===== src/sv/wes_pkg.sv =====
// Shared widths, codes and constants for the wheel encoder speed estimator.
package wes_pkg;

  // Field and state widths.
  localparam int PHASE_W   = 10;
  localparam int REQ_W     = 2;
  localparam int SPEED_W   = 24;
  localparam int COUNT_W   = 32;
  localparam int DIST_W    = 48;
  localparam int DPN_W     = 12;
  localparam int PAUSE_W   = 11;
  localparam int ELAPSED_W = 21;
  localparam int CFG_IDX_W = 2;
  localparam int CFG_DAT_W = 12;

  // Serial divider widths: the dividend is dist_per_notch * 1e6 (below 2^32),
  // the divisor is a positive notch period in microseconds (below 2^22).
  localparam int SCALE_W   = 20;
  localparam int DIVIDEND_W = 32;
  localparam int DIVISOR_W = 22;

  // Request codes.
  localparam logic [REQ_W-1:0] REQ_EDGE  = 2'd0;
  localparam logic [REQ_W-1:0] REQ_TICK  = 2'd1;
  localparam logic [REQ_W-1:0] REQ_CLEAR = 2'd2;

  // Configuration register indexes.
  localparam logic [CFG_IDX_W-1:0] REG_COUNT_ENABLE = 2'd0;
  localparam logic [CFG_IDX_W-1:0] REG_DIST_PER_NOTCH = 2'd1;
  localparam logic [CFG_IDX_W-1:0] REG_PAUSE_LIMIT = 2'd2;

  // Reset values of the configuration registers.
  localparam logic [DPN_W-1:0]   DPN_RESET   = 12'd282;
  localparam logic [PAUSE_W-1:0] PAUSE_RESET = 11'd1000;

  // Arithmetic constants.
  localparam logic [SCALE_W-1:0] US_PER_S   = 20'd1000000;
  localparam logic [SPEED_W-1:0] SPEED_MAX  = 24'hFFFFFF;
  // Below 0.1 cm/s in 1/256 cm/s units.
  localparam logic [SPEED_W-1:0] SLOW_LIMIT = 24'd26;

endpackage


===== src/sv/wheel_encoder_speed_estimator_core.sv =====
// Top level of the wheel encoder speed estimator (one wheel channel).
//
// Usage: each input item (in_valid/in_ready) is a notch edge with its timer
// phase, a millisecond tick, or a request to clear the notch count. Every
// item yields exactly one result item (out_valid/out_ready) carrying the
// smoothed speed, the notch count and the distance after the item applied.
// Configuration is written through cfg_we/cfg_index/cfg_data with no wait.
// Ticks, clears, unused requests, edges with a saturating period and the
// first edge after a pause go from idle straight to the post state.
// An edge that closes a notch period runs the 32-step serial divider, one
// quotient bit per step, and then moves to the post state. The post state
// loads the output register and raises out_valid once it is free. Items are
// handled one at a time; in_ready is high whenever no item is in progress,
// also while a result waits. Reset clears speed, notch count and period state
// and loads the register defaults. When the receiver stalls, the result
// waits in the output register and the next item's result is held until the
// register frees.
module wheel_encoder_speed_estimator_core #(
  parameter int TICK_US = 1000
) (
  input  logic                               clk,
  input  logic                               rst,
  input  logic                               cfg_we,
  input  logic [wes_pkg::CFG_IDX_W-1:0]      cfg_index,
  input  logic [wes_pkg::CFG_DAT_W-1:0]      cfg_data,
  input  logic                               in_valid,
  output logic                               in_ready,
  input  logic [wes_pkg::REQ_W-1:0]          req_type,
  input  logic [wes_pkg::PHASE_W-1:0]        tick_phase,
  output logic                               out_valid,
  input  logic                               out_ready,
  output logic [wes_pkg::SPEED_W-1:0]        speed,
  output logic [wes_pkg::COUNT_W-1:0]        notch_count,
  output logic [wes_pkg::DIST_W-1:0]         distance
);

  localparam int TickW = $clog2(TICK_US + 1);
  localparam int ThrW  = wes_pkg::PAUSE_W + 1 + TickW;
  localparam int CmpW  = (ThrW > wes_pkg::ELAPSED_W) ? ThrW : wes_pkg::ELAPSED_W;
  localparam int PerW  = wes_pkg::DIVISOR_W + 1;
  localparam logic [TickW-1:0] TickC = TickW'(TICK_US);

  localparam logic [1:0] ST_IDLE = 2'd0;
  localparam logic [1:0] ST_DIV  = 2'd1;
  localparam logic [1:0] ST_POST = 2'd2;

  // Configuration registers.
  logic                          count_enable;
  logic [wes_pkg::DPN_W-1:0]     dist_per_notch;
  logic [wes_pkg::PAUSE_W-1:0]   pause_limit_ms;

  // Channel state.
  logic [wes_pkg::ELAPSED_W-1:0] elapsed_us, elapsed_us_next;
  logic [wes_pkg::PHASE_W-1:0]   last_phase, last_phase_next;
  logic [wes_pkg::SPEED_W-1:0]   speed_reg, speed_reg_next;
  logic [wes_pkg::COUNT_W-1:0]   notch_total, notch_total_next;
  logic [1:0]                    state, state_next;

  logic                          accept;
  logic signed [PerW-1:0]        period;
  logic                          period_bad;
  logic                          div_start;
  logic                          div_done;
  logic [wes_pkg::DIVIDEND_W-1:0] dividend;
  logic [wes_pkg::DIVIDEND_W-1:0] quotient;
  logic [wes_pkg::SPEED_W-1:0]   raw_div;
  logic [wes_pkg::ELAPSED_W-1:0] elapsed_tick;
  logic [ThrW-1:0]               pause_thr;
  logic                          out_free;

  // Configuration writes.
  always_ff @(posedge clk) begin
    if (rst) begin
      count_enable   <= 1'b0;
      dist_per_notch <= wes_pkg::DPN_RESET;
      pause_limit_ms <= wes_pkg::PAUSE_RESET;
    end else if (cfg_we) begin
      case (cfg_index)
        wes_pkg::REG_COUNT_ENABLE:   count_enable   <= cfg_data[0];
        wes_pkg::REG_DIST_PER_NOTCH: dist_per_notch <= cfg_data[wes_pkg::DPN_W-1:0];
        wes_pkg::REG_PAUSE_LIMIT:    pause_limit_ms <= cfg_data[wes_pkg::PAUSE_W-1:0];
        default: ;
      endcase
    end
  end

  assign in_ready = (state == ST_IDLE);
  assign accept   = in_valid & in_ready;
  assign out_free = ~out_valid | out_ready;

  // Notch period since the last edge; zero or negative saturates the raw speed.
  assign period = $signed({2'b00, elapsed_us})
                + $signed({{(PerW-wes_pkg::PHASE_W){1'b0}}, tick_phase})
                - $signed({{(PerW-wes_pkg::PHASE_W){1'b0}}, last_phase}) - PerW'(1);
  assign period_bad = period[PerW-1] | (period == '0);

  // Divider input: distance per notch scaled to per second.
  assign dividend = wes_pkg::DIVIDEND_W'(dist_per_notch)
                  * wes_pkg::DIVIDEND_W'(wes_pkg::US_PER_S);

  // Saturate the quotient to the speed width.
  assign raw_div = (|quotient[wes_pkg::DIVIDEND_W-1:wes_pkg::SPEED_W]) ? wes_pkg::SPEED_MAX
                                                                       : quotient[wes_pkg::SPEED_W-1:0];

  // Tick: extend a running period, then test it against the pause limit.
  assign elapsed_tick = (elapsed_us != '0) ? elapsed_us + wes_pkg::ELAPSED_W'(TickC) : elapsed_us;
  assign pause_thr    = (ThrW'(pause_limit_ms) + ThrW'(1)) * ThrW'(TickC);

  wes_div u_div (
    .clk      (clk),
    .rst      (rst),
    .start    (div_start),
    .dividend (dividend),
    .divisor  (period[wes_pkg::DIVISOR_W-1:0]),
    .done     (div_done),
    .quotient (quotient)
  );

  // Blend a raw speed into the stored one, or take it outright below the slow limit.
  function automatic logic [wes_pkg::SPEED_W-1:0] smooth(
    input logic [wes_pkg::SPEED_W-1:0] raw,
    input logic [wes_pkg::SPEED_W-1:0] cur
  );
    logic [wes_pkg::SPEED_W:0] sum;
    sum = {1'b0, raw} + {1'b0, cur};
    if (cur < wes_pkg::SLOW_LIMIT) begin
      return raw;
    end
    return sum[wes_pkg::SPEED_W:1];
  endfunction

  // Request handling and sequencing.
  always_comb begin
    state_next       = state;
    elapsed_us_next  = elapsed_us;
    last_phase_next  = last_phase;
    speed_reg_next   = speed_reg;
    notch_total_next = notch_total;
    div_start        = 1'b0;
    case (state)
      ST_IDLE: begin
        if (accept) begin
          state_next = ST_POST;
          case (req_type)
            wes_pkg::REQ_EDGE: begin
              if (count_enable) begin
                notch_total_next = notch_total + wes_pkg::COUNT_W'(1);
              end
              last_phase_next = tick_phase;
              if (elapsed_us == '0) begin
                elapsed_us_next = wes_pkg::ELAPSED_W'(tick_phase) + wes_pkg::ELAPSED_W'(1);
              end else begin
                elapsed_us_next = wes_pkg::ELAPSED_W'(1);
                if (period_bad) begin
                  speed_reg_next = smooth(wes_pkg::SPEED_MAX, speed_reg);
                end else begin
                  div_start  = 1'b1;
                  state_next = ST_DIV;
                end
              end
            end
            wes_pkg::REQ_TICK: begin
              elapsed_us_next = elapsed_tick;
              if (CmpW'(elapsed_tick) >= CmpW'(pause_thr)) begin
                speed_reg_next  = '0;
                elapsed_us_next = '0;
              end
            end
            wes_pkg::REQ_CLEAR: begin
              notch_total_next = '0;
            end
            default: ;
          endcase
        end
      end
      ST_DIV: begin
        if (div_done) begin
          speed_reg_next = smooth(raw_div, speed_reg);
          state_next     = ST_POST;
        end
      end
      ST_POST: begin
        if (out_free) begin
          state_next = ST_IDLE;
        end
      end
      default: state_next = ST_IDLE;
    endcase
  end

  always_ff @(posedge clk) begin
    if (rst) begin
      state       <= ST_IDLE;
      elapsed_us  <= '0;
      last_phase  <= '0;
      speed_reg   <= '0;
      notch_total <= '0;
    end else begin
      state       <= state_next;
      elapsed_us  <= elapsed_us_next;
      last_phase  <= last_phase_next;
      speed_reg   <= speed_reg_next;
      notch_total <= notch_total_next;
    end
  end

  // Output register: loaded from the updated state once it is free.
  always_ff @(posedge clk) begin
    if (rst) begin
      out_valid <= 1'b0;
    end else if (state == ST_POST && out_free) begin
      out_valid <= 1'b1;
    end else if (out_ready) begin
      out_valid <= 1'b0;
    end
  end

  always_ff @(posedge clk) begin
    if (state == ST_POST && out_free) begin
      speed       <= speed_reg;
      notch_count <= notch_total;
      distance    <= wes_pkg::DIST_W'(notch_total * dist_per_notch);
    end
  end

`ifndef ASSERT_OFF
  // Every accepted item leaves the idle state.
  a_accept_busy: assert property (@(posedge clk) disable iff (rst)
    accept |=> state != ST_IDLE)
    else $error("accepted item did not start processing");

  // The divider only finishes while the sequencer waits for it.
  a_div_done: assert property (@(posedge clk) disable iff (rst)
    div_done |-> state == ST_DIV)
    else $error("divider finished outside the divide state");

  // A new result only appears after the post state loaded it.
  a_out_load: assert property (@(posedge clk) disable iff (rst)
    $rose(out_valid) |-> $past(state) == ST_POST)
    else $error("result shown without a load");

  // The notch count does not move during a division.
  a_count_hold: assert property (@(posedge clk) disable iff (rst)
    state == ST_DIV |=> $stable(notch_total))
    else $error("notch count changed during division");
`endif

endmodule


===== src/sv/wes_div.sv =====
// Bit-serial restoring divider: one quotient bit per cycle.
module wes_div (
  input  logic                                clk,
  input  logic                                rst,
  input  logic                                start,
  input  logic [wes_pkg::DIVIDEND_W-1:0]      dividend,
  input  logic [wes_pkg::DIVISOR_W-1:0]       divisor,
  output logic                                done,
  output logic [wes_pkg::DIVIDEND_W-1:0]      quotient
);

  localparam int CntW = $clog2(wes_pkg::DIVIDEND_W);
  localparam logic [CntW-1:0] CntLast = CntW'(wes_pkg::DIVIDEND_W - 1);

  logic                             busy;
  logic [CntW-1:0]                  cnt;
  logic [wes_pkg::DIVIDEND_W-1:0]   quo;
  logic [wes_pkg::DIVISOR_W-1:0]    rem;
  logic [wes_pkg::DIVISOR_W-1:0]    dvs;
  logic [wes_pkg::DIVISOR_W:0]      rem_sh;
  logic [wes_pkg::DIVISOR_W+1:0]    diff;
  logic                             qbit;
  logic [wes_pkg::DIVISOR_W-1:0]    rem_next;

  // One restoring step: shift in the next dividend bit and try a subtract.
  always_comb begin
    rem_sh   = {rem, quo[wes_pkg::DIVIDEND_W-1]};
    diff     = {1'b0, rem_sh} - {2'b00, dvs};
    qbit     = ~diff[wes_pkg::DIVISOR_W+1];
    rem_next = qbit ? diff[wes_pkg::DIVISOR_W-1:0] : rem_sh[wes_pkg::DIVISOR_W-1:0];
  end

  // Control: a counter over the dividend bits.
  always_ff @(posedge clk) begin
    if (rst) begin
      busy <= 1'b0;
      done <= 1'b0;
      cnt  <= '0;
    end else begin
      done <= 1'b0;
      if (start) begin
        busy <= 1'b1;
        cnt  <= '0;
      end else if (busy) begin
        cnt <= cnt + CntW'(1);
        if (cnt == CntLast) begin
          busy <= 1'b0;
          done <= 1'b1;
        end
      end
    end
  end

  // Datapath: the quotient shifts in where the dividend shifts out.
  always_ff @(posedge clk) begin
    if (start) begin
      quo <= dividend;
      rem <= '0;
      dvs <= divisor;
    end else if (busy) begin
      quo <= {quo[wes_pkg::DIVIDEND_W-2:0], qbit};
      rem <= rem_next;
    end
  end

  assign quotient = quo;

endmodule


===== config.mk =====
export PLATFORM = sky130hd
export DESIGN_NAME = wheel_encoder_speed_estimator_core
export DESIGN_NICKNAME = d
export VERILOG_FILES = /design/src/sv/wes_pkg.sv /design/src/sv/wheel_encoder_speed_estimator_core.sv /design/src/sv/wes_div.sv
export SDC_FILE = /design/constraint.sdc
export NUM_CORES = 2
export LEC_CHECK = 0
export BUFFER_PORTS_ARGS = -buffer_cell sky130_fd_sc_hd__buf_2
export CAP_MARGIN = 20
export CORE_ASPECT_RATIO = 1.1
export CORE_MARGIN = 5
export CORE_UTILIZATION = 30
export CTS_CLUSTER_SIZE = 16
export DETAILED_ROUTE_END_ITERATION = 10
export GPL_TIMING_DRIVEN = 0
export HOLD_SLACK_MARGIN = 0.06
export SETUP_SLACK_MARGIN = 0.15
export SYNTH_ARGS = -nofsm -noshare
export SYNTH_HDL_FRONTEND = slang
export SYNTH_SLANG_ARGS = --single-unit

===== constraint.sdc =====
create_clock -name clk -period 8.4 [get_ports clk]
set_clock_uncertainty 0.15 [all_clocks]
set_input_delay 0.84 -clock clk [delete_from_list [all_inputs] [get_ports clk]]
set_output_delay 0.84 -clock clk [all_outputs]
set_load 0.005 [all_outputs]

==> results.yml <==
detailed_routing:
  wl_met3_um: 5520
  routed_wl_um: 90700
  wl_met1_um: 39700
  drtIter0Drc: 1620
  highest_layer: "met5"
  num_vias: 26265
  drc: 0
  drtPass1Iterations: 5
  wl_per_cell_um: 17.0
  ant_nets: 0
  avgViaCountPerCell: 4.91
  wl_met2_um: 41900
floorplan:
  ios: 137
  die-area_um2: 118000
  die_height_um: 359
  initial_core_util_pct: 30.1
  die_width_um: 327
  fp-row-count: 128
  fp.coreArea_um2: 110000
cts:
  cts_buffer_depth: 3
  clock_latency_ps: 610
  cts_setup_buffers: 0
  cts.reportedPaths.clkPinSlew_ps: 60
  root_buffer: "clkbuf_16"
  numCtsBuffers: 37
  cts_tree: "done"
  h-tree-depth: 2
  cts.sinks: 297
sta:
  final.min_clock_period_ps: 7770
  tightestPinTransition_ps: 1120
  maxSlewViolCount: 0
  finalSetupTns_ps: 0
  rsz0062_at_grt: "no"
  fin_ws_ps: 625
  fin_crit_sh_pct: 92.6
  hold_ws_ps: 278
  setup_viol: 0
  max_freq_mhz: 129
  final_hold_viol_count: 0
  relSlewSlack_pct: 25.0
logic_synthesis:
  yosysTopAreaCell: "fa_1"
  synth_cells: 3700
  avgSynthCellArea_um2: 8.99
  syn-cell-area_um2: 33300
  yosys.area.top_type_share_pct: 22.9
  yosysWarnings: 0
  ys_top_cells_by_area: "fa_1 23%, edfxtp_1 13%, ha_1 12%, dfxtp_1 9.0%, nand2_1 5.7%"
  synth_cell_type_count: 78
  ys_async_sr_fraction_pct: 0
  synth-seq-cells: 297
  synth-edff-count: 148
  ys_seq_area_share_pct: 22.3
  synthFlopType: "dfxtp_1"
final_layout:
  fin_util_pct: 33.6
  largest_register_ff_count: 48
  mostFrequentLayoutCells: "503 x nand2_1, 488 x inv_1, 381 x fa_1"
  layout-drive-gt1-share_pct: 6.79
  final_common_cell: "nand2_1"
  synthToLayoutAreaGrowth_pct: 11.5
  fin_nets: 4602
hold_path:
  hold_depth: 0
  min_path_type: "reg -> reg"
setup_path:
  crit_type: "reg -> reg"
  cp.required_ps: 8590
  start_kind: "flop"
  cp_max_fo: 10
  ff2ff_path_depth: 22
  end_kind: "flop"
  worst_ep_arrival_time_ps: 7960
grt:
  grt_pass1_wl_um: 146000
  grt_pass1_vias: 26825
  overflow: 0
  grt_usage_pct: 15.4
  grt_max_degree: 32
  grt_antenna_before_repair: 16
power_and_ir_drop:
  finalPower_mw: 6.44
  ir_drop_mv: 0.133
  power.leakage_nw: 17.0
  powerDensity_nw_per_um2: 174
placed_design:
  pre_cts_slack_ps: 425
  portBuffers: 129
  gp_congestion: 0.917
  dpl.hpwl_um: 74000
run:
  maxCapViolCount: 0
status:
  outcome: "completed"
report_power, final:
part	switching, mW	internal, mW
clock network	0.708	0.978
logic	1.69	1.26
registers	0.126	1.68
what timing repair did:
item	in CTS	in global routing
setup endpoints to repair	0	24
hold buffers	0	0
resized for setup	0	3
synth_stat cells, types with 5 or more instances:
library cell    n
buf_1           7
mux2i_1        37
nor2_1        232
a211oi_1       46
nor3b_1         8
nor4b_1         5
xor2_1         69
a21o_1         57
inv_1         488
o21ai_0       118
nand2_1       503
nand3_1        64
a21boi_0        5
a21oi_1       194
o31ai_1         5
buf_2           6
nand2b_1       41
ha_1          314
and3_1         30
nand3b_1       19
or3_1          41
nor4_1         14
nor2b_1        55
mux2_2          5
dfxtp_1       149
mux2_4         15
a31o_2          5
o311ai_0        5
edfxtp_1      148
nand4_1        22
o211ai_1       19
fa_1          381
o21a_1         17
o31a_1          6
xnor2_1       121
a211o_1         8
nor3_1         57
clkbuf_1      141
or2_2          18
and2_1        114
a31oi_1        21
o21bai_1       11
through the flow:
step | cells | area, µm²
6_report | 5344 | 37100
5_1_grt | 5338 | 37100
4_1_cts | 5335 | 37000
3_5_place_dp | 5267 | 35800
3_3_place_gp | 5262 | 35700
2_1_floorplan | 3703 | 33300
kinds of logic after synthesis:
group / synth area share (%)
other cells: 0.0113
buf+inv: 7.50
compound gates: 10.8
simple gates: 17.6
xor+xnor: 5.00
fa+ha+maj: 34.8
flops: 22.3
mux: 1.96
per-layer routing:
metal | vias to the layer above | track usage (%)
li1 | 12555 | -
met1 | 12843 | 20.1
met2 | 695 | 25.5
met3 | 166 | 2.88
met4 | 6 | 5.63
met5 | - | 0
worst max-delay path, cell delays in order (launching register included):
cell and delay (ps):
dfxtp_1 580, clkbuf_1 500, clkbuf_1 570, nand2_1 160, fa_1 510, fa_1 540
inv_1 60, fa_1 540, inv_1 60, fa_1 530, inv_1 60, fa_1 470
ha_1 370, nand2_1 130, nor2_1 110, o211ai_1 160, a221o_1 440, a211oi_1 590
or2_2 220, clkbuf_1 250, a32oi_1 150, o21ai_0 240, xor2_1 100
final cells by class:
class	count	area, µm²
diodes	9	22.5
plain buffers	162	662
clock buffers	45	987
clock inverters	23	282
fillers	11397	73300
inverters	488	1830
multi-input cells	2756	23400
flip-flops and latches	297	7430
well taps	1430	1790
repair buffers	134	718
final timing paths:
kind / from / to / slack (ps)
worst min-delay path: notch_total[2] / notch_count[2] / 280
worst max-delay path: dist_per_notch[10] / distance[37] / 630
worst max register to register: dist_per_notch[10] / distance[37] / 630
worst min register to register: notch_total[2] / notch_count[2] / 280
No activity file was read; power rests on OpenSTA's default activity.
